<file path="config.mk">
export PLATFORM = sky130hd
export DESIGN_NAME = date_day_offset_converter_flat
export DESIGN_NICKNAME = d
export VERILOG_FILES = /design/src/design/ddoc_pkg.sv /design/src/design/ddoc_query_if.sv /design/src/design/ddoc_result_if.sv /design/src/design/ddoc_ctrl.sv /design/src/design/ddoc_dpath.sv /design/src/design/date_day_offset_converter.sv /design/src/flat_wrapper.sv
export SDC_FILE = /design/constraint.sdc
export NUM_CORES = 1
export LEC_CHECK = 0
export BUFFER_PORTS_ARGS = -buffer_cell sky130_fd_sc_hd__buf_2
export CAP_MARGIN = 20
export CORE_UTILIZATION = 34
export DETAILED_ROUTE_END_ITERATION = 8
export MAX_ROUTING_LAYER = met4
export PLACE_DENSITY = 0.59
export REMOVE_ABC_BUFFERS = 1
export SLEW_MARGIN = 20
export SYNTH_ARGS = -nofsm -noshare
export SYNTH_HDL_FRONTEND = slang
export SYNTH_SLANG_ARGS = --single-unit
</file>
<file path="constraint.sdc">
create_clock -name clk -period 13.6 [get_ports clk]
set_input_delay 2.72 -clock clk [delete_from_list [all_inputs] [get_ports clk]]
set_output_delay 2.72 -clock clk [all_outputs]
set_load 0.1 [all_outputs]
</file>
<file path="src/design/ddoc_pkg.sv">
`timescale 1ns / 1ps
// ----------------------------------------------------------------------------
// Date day-offset converter package
// Shared types, calendar constants and month-length helpers for the
// controller and datapath of the date day-offset converter.
// ----------------------------------------------------------------------------
package ddoc_pkg;

    // Calendar constants.
    localparam int EPOCH_YEAR      = 1970;
    localparam int CYCLE_BASE_YEAR = 1969;
    localparam int DAYS_PER_YEAR   = 365;
    localparam int DAYS_PER_CYCLE  = 1461;
    localparam int FEB_LEAP_DAYS   = 29;

    // Reciprocal of the four-year cycle length: q = (d * RECIP) >> RECIP_SHIFT
    // is exact for every 16-bit d.
    localparam logic [15:0] RECIP       = 16'd45934;
    localparam int          RECIP_SHIFT = 26;

    // Index of December in zero-based month numbering.
    localparam logic [3:0] LAST_MONTH_IDX = 4'd11;

    // Month lengths of a common year, January first.
    localparam logic [4:0] MONTH_LEN [12] = '{
        5'd31, 5'd28, 5'd31, 5'd30, 5'd31, 5'd30,
        5'd31, 5'd31, 5'd30, 5'd31, 5'd30, 5'd31
    };

    // Days of a common year before the first of each month.
    localparam logic [8:0] CUM_DAYS [12] = '{
        9'd0,   9'd31,  9'd59,  9'd90,  9'd120, 9'd151,
        9'd181, 9'd212, 9'd243, 9'd273, 9'd304, 9'd334
    };

    // Controller states.
    typedef enum logic [2:0] {
        ST_IDLE,
        ST_BASE,
        ST_TOTAL,
        ST_QUOT,
        ST_REM,
        ST_YEAR,
        ST_MONTH,
        ST_DONE
    } ctrl_state_t;

    // Commands from the controller to the datapath.
    typedef struct packed {
        logic load_in;
        logic base;
        logic total;
        logic quot;
        logic rem;
        logic year;
        logic month_step;
        logic load_out;
    } ddoc_cmd_t;

    // Status from the datapath to the controller.
    typedef struct packed {
        logic out_range;
        logic month_more;
        logic out_free;
    } ddoc_stat_t;

    // Length of a month given by its zero-based index.
    function automatic logic [4:0] month_length(input logic [3:0] idx, input logic leap);
        logic [4:0] len;
        if (idx == 4'd1) begin
            len = leap ? 5'(FEB_LEAP_DAYS) : MONTH_LEN[1];
        end
        else if (idx > LAST_MONTH_IDX) begin
            len = MONTH_LEN[11];
        end
        else begin
            len = MONTH_LEN[idx];
        end
        return len;
    endfunction

    // Days of the year before the first of a one-based month (1..12).
    function automatic logic [8:0] days_before_month(input logic [3:0] month,
                                                     input logic leap);
        logic [3:0] idx;
        logic [8:0] days;
        idx  = month - 4'd1;
        days = CUM_DAYS[idx];
        if (leap && month >= 4'd3) begin
            days = days + 9'd1;
        end
        return days;
    endfunction

endpackage

</file>
<file path="src/design/ddoc_query_if.sv">
`timescale 1ns / 1ps
// ----------------------------------------------------------------------------
// Query channel
// Carries a starting date and a signed day offset with a valid/ready
// handshake.
// ----------------------------------------------------------------------------
interface ddoc_query_if;

    logic               valid;
    logic               ready;
    logic [4:0]         in_day;
    logic [3:0]         in_month;
    logic [11:0]        in_year;
    logic signed [16:0] day_offset;

    modport source (
        output valid,
        output in_day,
        output in_month,
        output in_year,
        output day_offset,
        input  ready
    );

    modport sink (
        input  valid,
        input  in_day,
        input  in_month,
        input  in_year,
        input  day_offset,
        output ready
    );

endinterface

</file>
<file path="src/design/ddoc_result_if.sv">
`timescale 1ns / 1ps
// ----------------------------------------------------------------------------
// Result channel
// Carries the resulting date, its day serial and the range flag with a
// valid/ready handshake.
// ----------------------------------------------------------------------------
interface ddoc_result_if;

    logic        valid;
    logic        ready;
    logic [4:0]  out_day;
    logic [3:0]  out_month;
    logic [11:0] out_year;
    logic [15:0] day_serial;
    logic        out_of_range;

    modport source (
        output valid,
        output out_day,
        output out_month,
        output out_year,
        output day_serial,
        output out_of_range,
        input  ready
    );

    modport sink (
        input  valid,
        input  out_day,
        input  out_month,
        input  out_year,
        input  day_serial,
        input  out_of_range,
        output ready
    );

endinterface

</file>
<file path="src/design/ddoc_ctrl.sv">
`timescale 1ns / 1ps
// ----------------------------------------------------------------------------
// Date day-offset converter controller
// Sequences one conversion through the datapath: base days, total and range
// check, cycle quotient, remainder, year decode, month walk and result load.
// ----------------------------------------------------------------------------
module ddoc_ctrl (
    input  logic                 clk,
    input  logic                 rst_n,
    input  logic                 query_valid,
    output logic                 query_ready,
    input  ddoc_pkg::ddoc_stat_t stat,
    output ddoc_pkg::ddoc_cmd_t  cmd
);

    import ddoc_pkg::*;

    ctrl_state_t state_reg;
    ctrl_state_t state_next;

    // State register.
    always_ff @(posedge clk or negedge rst_n)
    begin
        if (!rst_n)
        begin
            state_reg <= ST_IDLE;
        end
        else
        begin
            state_reg <= state_next;
        end
    end

    // Next-state logic.
    always_comb
    begin
        state_next = state_reg;
        unique case (state_reg)
            ST_IDLE:
            begin
                if (query_valid)
                begin
                    state_next = ST_BASE;
                end
            end
            ST_BASE:  state_next = ST_TOTAL;
            ST_TOTAL: state_next = stat.out_range ? ST_DONE : ST_QUOT;
            ST_QUOT:  state_next = ST_REM;
            ST_REM:   state_next = ST_YEAR;
            ST_YEAR:  state_next = ST_MONTH;
            ST_MONTH:
            begin
                if (!stat.month_more)
                begin
                    state_next = ST_DONE;
                end
            end
            ST_DONE:
            begin
                if (stat.out_free)
                begin
                    state_next = ST_IDLE;
                end
            end
            default:  state_next = ST_IDLE;
        endcase
    end

    // Output logic.
    always_comb
    begin
        cmd         = '0;
        query_ready = 1'b0;
        unique case (state_reg)
            ST_IDLE:
            begin
                query_ready = 1'b1;
                cmd.load_in = query_valid;
            end
            ST_BASE:  cmd.base  = 1'b1;
            ST_TOTAL: cmd.total = 1'b1;
            ST_QUOT:  cmd.quot  = 1'b1;
            ST_REM:   cmd.rem   = 1'b1;
            ST_YEAR:  cmd.year  = 1'b1;
            ST_MONTH: cmd.month_step = stat.month_more;
            ST_DONE:  cmd.load_out   = stat.out_free;
            default:  cmd = '0;
        endcase
    end

    // An accepted transfer always starts the base computation next.
    a_accept_starts: assert property (@(posedge clk) disable iff (!rst_n)
        query_valid && query_ready |=> state_reg == ST_BASE)
        else $error("accepted transfer did not start a conversion");

    // A result is never loaded over one that is still waiting.
    a_load_when_free: assert property (@(posedge clk) disable iff (!rst_n)
        cmd.load_out |-> stat.out_free)
        else $error("result loaded while output register busy");

endmodule

</file>
<file path="src/design/ddoc_dpath.sv">
`timescale 1ns / 1ps
// ----------------------------------------------------------------------------
// Date day-offset converter datapath
// Converts the date to a day serial, adds the offset, checks the range and
// decodes the sum back into year, month and day under controller commands.
// ----------------------------------------------------------------------------
module ddoc_dpath #(
    parameter int SERIAL_LIMIT = 47482
) (
    input  logic                 clk,
    input  logic                 rst_n,
    input  ddoc_pkg::ddoc_cmd_t  cmd,
    output ddoc_pkg::ddoc_stat_t stat,
    input  logic [4:0]           in_day,
    input  logic [3:0]           in_month,
    input  logic [11:0]          in_year,
    input  logic signed [16:0]   day_offset,
    output logic                 out_valid,
    input  logic                 out_ready,
    output logic [4:0]           out_day,
    output logic [3:0]           out_month,
    output logic [11:0]          out_year,
    output logic [15:0]          day_serial,
    output logic                 out_of_range
);

    import ddoc_pkg::*;

    localparam logic signed [22:0] LIMIT_S = 23'(SERIAL_LIMIT);

    // Captured query.
    logic [4:0]         day_reg;
    logic [3:0]         month_reg;
    logic [11:0]        year_reg;
    logic signed [16:0] offset_reg;

    // Conversion state.
    logic signed [21:0] base_reg;
    logic               oor_reg;
    logic [15:0]        serial_reg;
    logic [15:0]        dcount_reg;
    logic [5:0]         quot_reg;
    logic [10:0]        rem_reg;
    logic [11:0]        ry_reg;
    logic [8:0]         doy_reg;
    logic [3:0]         mon_reg;
    logic               leap_reg;

    // Output register.
    logic               out_valid_reg;
    logic [4:0]         out_day_reg;
    logic [3:0]         out_month_reg;
    logic [11:0]        out_year_reg;
    logic [15:0]        out_serial_reg;
    logic               out_oor_reg;

    // Days of the whole years between 1970 and the start of the input year.
    logic signed [13:0] yrel;
    logic signed [21:0] base_next;
    assign yrel      = $signed({2'b00, year_reg}) - 14'sd1970;
    assign base_next = 22'(yrel) * 22'sd365 + 22'((yrel + 14'sd1) >>> 2);

    // Serial of the starting date plus the offset, and the range check.
    logic [3:0]         month_clamp;
    logic [8:0]         cum_days;
    logic signed [22:0] total;
    logic signed [22:0] dcount_full;
    logic               total_oor;
    always_comb
    begin
        if (month_reg == 4'd0)
        begin
            month_clamp = 4'd1;
        end
        else if (month_reg > 4'd12)
        begin
            month_clamp = 4'd12;
        end
        else
        begin
            month_clamp = month_reg;
        end
        cum_days    = days_before_month(month_clamp, year_reg[1:0] == 2'b00);
        total       = 23'(base_reg) + $signed({14'd0, cum_days})
                    + $signed({18'd0, day_reg}) + 23'(offset_reg);
        total_oor   = (total < 23'sd1) || (total > LIMIT_S);
        dcount_full = total + 23'sd364;
    end

    // Four-year cycle quotient by reciprocal multiplication.
    logic [31:0] quot_prod;
    assign quot_prod = {16'd0, dcount_reg} * {16'd0, RECIP};

    // Remainder within the four-year cycle.
    logic [15:0] rem_full;
    assign rem_full = dcount_reg - 16'({10'd0, quot_reg} * 16'(DAYS_PER_CYCLE));

    // Year within the cycle, capped at the leap year.
    logic [1:0]  ycyc;
    logic [10:0] ycyc_days;
    always_comb
    begin
        if (rem_reg >= 11'd1095)
        begin
            ycyc = 2'd3;
        end
        else if (rem_reg >= 11'd730)
        begin
            ycyc = 2'd2;
        end
        else if (rem_reg >= 11'd365)
        begin
            ycyc = 2'd1;
        end
        else
        begin
            ycyc = 2'd0;
        end
        case (ycyc)
            2'd0:    ycyc_days = 11'd0;
            2'd1:    ycyc_days = 11'd365;
            2'd2:    ycyc_days = 11'd730;
            default: ycyc_days = 11'd1095;
        endcase
    end

    // Month walk: one month length per step.
    logic [4:0] cur_len;
    assign cur_len         = month_length(mon_reg, leap_reg);
    assign stat.month_more = (mon_reg < LAST_MONTH_IDX) && (doy_reg > {4'd0, cur_len});
    assign stat.out_range  = total_oor;
    assign stat.out_free   = !out_valid_reg || out_ready;

    // Working registers.
    always_ff @(posedge clk)
    begin
        if (cmd.load_in)
        begin
            day_reg    <= in_day;
            month_reg  <= in_month;
            year_reg   <= in_year;
            offset_reg <= day_offset;
        end
        if (cmd.base)
        begin
            base_reg <= base_next;
        end
        if (cmd.total)
        begin
            oor_reg    <= total_oor;
            serial_reg <= total[15:0];
            dcount_reg <= dcount_full[15:0];
        end
        if (cmd.quot)
        begin
            quot_reg <= quot_prod[RECIP_SHIFT +: 6];
        end
        if (cmd.rem)
        begin
            rem_reg <= rem_full[10:0];
        end
        if (cmd.year)
        begin
            ry_reg   <= 12'(CYCLE_BASE_YEAR) + {4'd0, quot_reg, 2'b00} + {10'd0, ycyc};
            doy_reg  <= 9'(rem_reg - ycyc_days) + 9'd1;
            mon_reg  <= 4'd0;
            leap_reg <= (ycyc == 2'd3);
        end
        if (cmd.month_step)
        begin
            doy_reg <= doy_reg - {4'd0, cur_len};
            mon_reg <= mon_reg + 4'd1;
        end
    end

    // Output valid flag.
    always_ff @(posedge clk or negedge rst_n)
    begin
        if (!rst_n)
        begin
            out_valid_reg <= 1'b0;
        end
        else if (cmd.load_out)
        begin
            out_valid_reg <= 1'b1;
        end
        else if (out_ready)
        begin
            out_valid_reg <= 1'b0;
        end
    end

    // Output payload; an out-of-range result carries zero fields.
    always_ff @(posedge clk)
    begin
        if (cmd.load_out)
        begin
            out_oor_reg <= oor_reg;
            if (oor_reg)
            begin
                out_day_reg    <= 5'd0;
                out_month_reg  <= 4'd0;
                out_year_reg   <= 12'd0;
                out_serial_reg <= 16'd0;
            end
            else
            begin
                out_day_reg    <= doy_reg[4:0];
                out_month_reg  <= mon_reg + 4'd1;
                out_year_reg   <= ry_reg;
                out_serial_reg <= serial_reg;
            end
        end
    end

    assign out_valid    = out_valid_reg;
    assign out_day      = out_day_reg;
    assign out_month    = out_month_reg;
    assign out_year     = out_year_reg;
    assign day_serial   = out_serial_reg;
    assign out_of_range = out_oor_reg;

    // An out-of-range result shows only zero fields.
    a_oor_zero: assert property (@(posedge clk) disable iff (!rst_n)
        out_valid_reg && out_oor_reg |->
            out_day_reg == 5'd0 && out_month_reg == 4'd0 &&
            out_year_reg == 12'd0 && out_serial_reg == 16'd0)
        else $error("out-of-range result with nonzero fields");

    // An in-range result has a real month and a nonzero day.
    a_date_sane: assert property (@(posedge clk) disable iff (!rst_n)
        out_valid_reg && !out_oor_reg |->
            out_month_reg >= 4'd1 && out_month_reg <= 4'd12 &&
            out_day_reg != 5'd0 && out_serial_reg != 16'd0)
        else $error("in-range result with an impossible date");

endmodule

</file>
<file path="src/design/date_day_offset_converter.sv">
`timescale 1ns / 1ps
// ----------------------------------------------------------------------------
// Date day-offset converter
// A query runs through base days, total and range check, cycle quotient,
// remainder, year decode and the month walk, which steps one month per cycle;
// an out-of-range result skips from the range check to the result load. A new
// query is accepted only after the last result is loaded into the output register.
// A waiting result does not block the next query: the output register holds it.
// Reset (rst_n, asynchronous, active low) returns the controller to idle and
// empties the output register.
// ----------------------------------------------------------------------------
module date_day_offset_converter #(
    parameter int LAST_YEAR = 2099
) (
    input  logic          clk,
    input  logic          rst_n,
    ddoc_query_if.sink    query,
    ddoc_result_if.source result
);

    import ddoc_pkg::*;

    // Last serial of the supported years.
    localparam int SERIAL_LIMIT = DAYS_PER_YEAR * (LAST_YEAR + 1 - EPOCH_YEAR)
                                + (LAST_YEAR + 1 - CYCLE_BASE_YEAR) / 4;

    ddoc_cmd_t  cmd;
    ddoc_stat_t stat;

    // Sequencing.
    ddoc_ctrl u_ctrl (
        .clk         (clk),
        .rst_n       (rst_n),
        .query_valid (query.valid),
        .query_ready (query.ready),
        .stat        (stat),
        .cmd         (cmd)
    );

    // Arithmetic and result register.
    ddoc_dpath #(
        .SERIAL_LIMIT (SERIAL_LIMIT)
    ) u_dpath (
        .clk          (clk),
        .rst_n        (rst_n),
        .cmd          (cmd),
        .stat         (stat),
        .in_day       (query.in_day),
        .in_month     (query.in_month),
        .in_year      (query.in_year),
        .day_offset   (query.day_offset),
        .out_valid    (result.valid),
        .out_ready    (result.ready),
        .out_day      (result.out_day),
        .out_month    (result.out_month),
        .out_year     (result.out_year),
        .day_serial   (result.day_serial),
        .out_of_range (result.out_of_range)
    );

endmodule
</file>
<file path="src/flat_wrapper.sv">
// flat-port wrapper written by rule: the top's interface ports become plain ports
module date_day_offset_converter_flat import ddoc_pkg::*;
#(
    parameter int LAST_YEAR = 2099
)
  (clk, rst_n, query_valid, query_in_day, query_in_month, query_in_year, query_day_offset, query_ready, result_valid, result_out_day, result_out_month, result_out_year, result_day_serial, result_out_of_range, result_ready);
  ddoc_query_if query_i ();
  ddoc_result_if result_i ();
  input  logic clk;
  input  logic rst_n;
  input wire logic [$bits(query_i.valid)-1:0] query_valid;
  input wire logic [$bits(query_i.in_day)-1:0] query_in_day;
  input wire logic [$bits(query_i.in_month)-1:0] query_in_month;
  input wire logic [$bits(query_i.in_year)-1:0] query_in_year;
  input wire logic [$bits(query_i.day_offset)-1:0] query_day_offset;
  output wire logic [$bits(query_i.ready)-1:0] query_ready;
  output wire logic [$bits(result_i.valid)-1:0] result_valid;
  output wire logic [$bits(result_i.out_day)-1:0] result_out_day;
  output wire logic [$bits(result_i.out_month)-1:0] result_out_month;
  output wire logic [$bits(result_i.out_year)-1:0] result_out_year;
  output wire logic [$bits(result_i.day_serial)-1:0] result_day_serial;
  output wire logic [$bits(result_i.out_of_range)-1:0] result_out_of_range;
  input wire logic [$bits(result_i.ready)-1:0] result_ready;
  assign query_i.valid = query_valid;
  assign query_i.in_day = query_in_day;
  assign query_i.in_month = query_in_month;
  assign query_i.in_year = query_in_year;
  assign query_i.day_offset = query_day_offset;
  assign query_ready = query_i.ready;
  assign result_valid = result_i.valid;
  assign result_out_day = result_i.out_day;
  assign result_out_month = result_i.out_month;
  assign result_out_year = result_i.out_year;
  assign result_day_serial = result_i.day_serial;
  assign result_out_of_range = result_i.out_of_range;
  assign result_i.ready = result_ready;
  date_day_offset_converter #(.LAST_YEAR(LAST_YEAR)) u_core (.clk(clk), .rst_n(rst_n), .query(query_i), .result(result_i));
endmodule
</file>
==> results.md <==
- Layout Cells excl Fill: approximately 2400
- Dpl cell area: slightly below 20000 um^2
- Drt total wl: approximately 36000 um
- Synth async-reset ratio: ~2.3%
- FP Rows: 84
- RSZ-0062 raised after global routing: false
- Critical path endpoint category: flop
- Largest net degree at the start of global routing: 40
- Crit-path leading delay family: adder cells
- Final #Nets: approximately 2300
- Area of the die: roughly 54000 um^2
- Share of layout cells above drive strength 1: under 10%
- Cells after Synth: between 1500 and 2000
- Setup ws final: approximately 7.0 ns
- HPWL after DPL: between 30000 and 40000 um
- Max stage delay on crit path: 0.66 ns
- Cell depth of the worst setup path: 23
- Setup Slack @ Placement: 6.97 ns
- CTS tree: yes
- Seq/Total Area, Yosys: 29.0%
- Vias/cell: between 4 and 5
- Initial antenna violation count: 1
- Max reg flops: 22
- Post-route clock period utilization: 48.7%
- Slew @ Worst Pin: 1.00 ns
- Crit path cell chain: inv_1 > ha_1 > nand2b_1 > a31oi_1 > xnor2_1 > ha_1 > inv_1 > nor2_1 > nand3_1 > inv_1 > ha_1 > xnor2_1 > xor2_1 > fa_1 > inv_1 > fa_1 > ha_1 > a21o_1 > a31oi_1 > o211ai_1 > a31o_2 > a21oi_1 > xnor2_1
- Post-Layout Inst Area: between 20000 and 25000 um^2
- Via count: 11200
- Hold buffer count at cts: 0
- Setup bufs post-CTS: 0
- Final setup viols: 0
- DR iter-0 viols: ~430
- Clock Skew: roughly 0.012 ns
- Clk Latency, worst-skew pair: 0.45 ns
- FILL cells: roughly 5100
- Worst EP required: around 14 ns
- Tot GR Track Use: between 10% and 20%
- Input/output buffers: 81
- H-tree levels: 4
- Max-slew violation count: 0
- Hold WC Path Type: flop to flop
- Final TNS setup: 0 ns
- CP Max Fanout: 7
- Reg area: ~5300 um^2
- I/O pin total: 82
- Synth cell types: between 70 and 80
- Syn Area/Cell: between 10 and 15 um^2
- Antenna-violating nets left: 0
- Clock Path Buffers: 2
- Flops & latches, synth: approximately 180
- Worst Path Buf+Inv: 4
- Total gr overflow: 0
- First-pass GRT wire length: about 60000 um
- Drt drc: 0
- Max Freq: around 0.15 GHz
- Clock sinks: between 150 and 200
- Max-Cap Viols: 0
- Relative slew slack: 33.3%
- Worst Reg2Reg Path Length in Cells: 23
- Final hold vios: 0
- Tmin final: about 6.6 ns
- Core area: approximately 53000 um^2
- Post-Syn Area: 18200 um^2
- WS Path Type: flop to flop
- Post-Place Cells: 2413
- GP Congestion: about 0.89
- CTS root buffer: clkbuf_16
- Area delta synth->final: 10.5%
- Initial core utilization: about a third
- Yosys Warn Count: 0
- Most used flip-flop cell after synthesis: edfxtp_1
- Crit start category: flop
- PostCTS Resize Cnt: 0
- CP max stage cell: xnor2_1
- Status: finished, final reports clean
- Hold depth: 1
- CTS clk-pin slew, worst paths: 0.07 ns
- Total CTS buffers: 17
- Diode count: 0
- Die X: 233 um
- Number of global-route vias before repair: roughly 12000
- Area of the multi-input gates: 11500 um^2
- Die Ht: roughly 230 um
- Avg WL per Cell: 14.7 um
- EDFF count, synth: 172
- Worst Path Arrival: 6.81 ns
- DR pass1 iterations: 5
## placed cells by master, fill, tap and decap left out, types with 4 or more instances in the layout
cell and n:
inv_1 358, ha_1 297, fa_1 190, edfxtp_1 172, buf_2 81, xnor2_1 77, nor2_1 66, nand2_1 62
a21oi_1 58, xor2_1 46, nor2b_1 40, o21ai_0 38, a21o_1 26, nor3_1 18, clkbuf_16 17, nand3_1 15
and3_1 12, o21bai_1 11, and2_1 10, o211ai_1 10, a31oi_1 10, a211oi_1 9, nand2b_1 9, nand4_1 8
o21a_1 6, buf_4 6, nand3b_1 5, or2_2 5, clkinv_8 5, or3_1 4, a31o_2 4, dfrtp_1 4
## cells in the mapped netlist, types with 3 or more instances
library cell,number,area (um^2)
a211oi_1,9,67.6
a21o_1,26,195
a21oi_1,58,290
a31o_2,4,35.0
a31oi_1,10,62.6
and2_1,11,68.8
and3_1,12,75.1
clkbuf_1,12,45.0
dfrtp_1,4,100
edfxtp_1,172,5160
fa_1,190,3800
ha_1,297,3720
inv_1,358,1340
nand2_1,62,233
nand2b_1,9,56.3
nand3_1,15,75.1
nand3b_1,5,37.5
nand4_1,8,50.1
nor2_1,68,255
nor2b_1,41,257
nor3_1,18,90.1
o2111ai_1,3,26.3
o211a_1,3,30.0
o211ai_1,10,75.1
o21a_1,6,45.0
o21ai_0,38,190
o21ai_1,3,15.0
o21bai_1,11,82.6
o31a_1,3,26.3
or2_2,5,31.3
or3_1,4,25.0
or4_1,3,22.5
xnor2_1,77,674
xor2_1,46,403
## final timing paths
kind,start,end,slack (ns)
setup / recovery,u_core.u_dpath.year_reg[1],u_core.u_dpath.base_reg[20],6.98
min in group asynchronous,rst_n,u_core.u_ctrl.state_reg[2],2.07
setup reg to reg,u_core.u_dpath.year_reg[1],u_core.u_dpath.base_reg[20],6.98
max in group asynchronous,rst_n,u_core.u_ctrl.state_reg[0],11.39
hold / removal,u_core.u_dpath.serial_reg[4],u_core.u_dpath.day_serial[4],0.54
hold reg to reg,u_core.u_dpath.serial_reg[4],u_core.u_dpath.day_serial[4],0.54
## layout make-up
class	instances	share of cell area, %
Clock buffer	17	2.12
Clock inverter	15	0.879
Inverter	359	6.71
Multi-Input combinational cell	1103	57.4
Sequential cell	176	26.2
Tap cell	688	4.29
Timing Repair Buffer	88	2.34
## worst register-to-register path, stage by stage (launching register included)
cell      delay (ns)
edfxtp_1        0.42
inv_1           0.18
ha_1            0.28
nand2b_1        0.11
a31oi_1         0.32
xnor2_1         0.34
ha_1            0.26
inv_1           0.10
nor2_1          0.22
nand3_1         0.24
inv_1           0.18
ha_1            0.34
xnor2_1         0.66
xor2_1          0.20
fa_1            0.53
inv_1           0.05
fa_1            0.48
ha_1            0.37
a21o_1          0.17
a31oi_1         0.23
o211ai_1        0.17
a31o_2          0.25
a21oi_1         0.17
xnor2_1         0.09
## metal layers
metal | vias up | track usage (%) | wire, um
li1 | 5666 | - | -
met3 | 34 | 2.10 | 921
met4 | 0 | 3.00 | 461
met5 | - | - | 0
met2 | 136 | 23.9 | 17300
met1 | 5400 | 18.8 | 17200
## through the flow
step	utilization (%)	hold WS (ns)
CTS	38.1	0.541
global placement	36.9	0.521
global route	38.1	0.557
floorplan	-	0.509
finish	38.1	0.535
detailed placement	36.9	0.524
## kinds of logic after synthesis
kind of cell,synth area share (%)
simple gates,7.70
mux,0.234
flops,29.0
xor+xnor,5.93
fa+ha+maj,41.4
compound gates,8.09
buf+inv,7.68
Power is left out: the tool's default activity adds up to more than one toggle a clock period on the data nets, which glitch-free logic cannot reach.
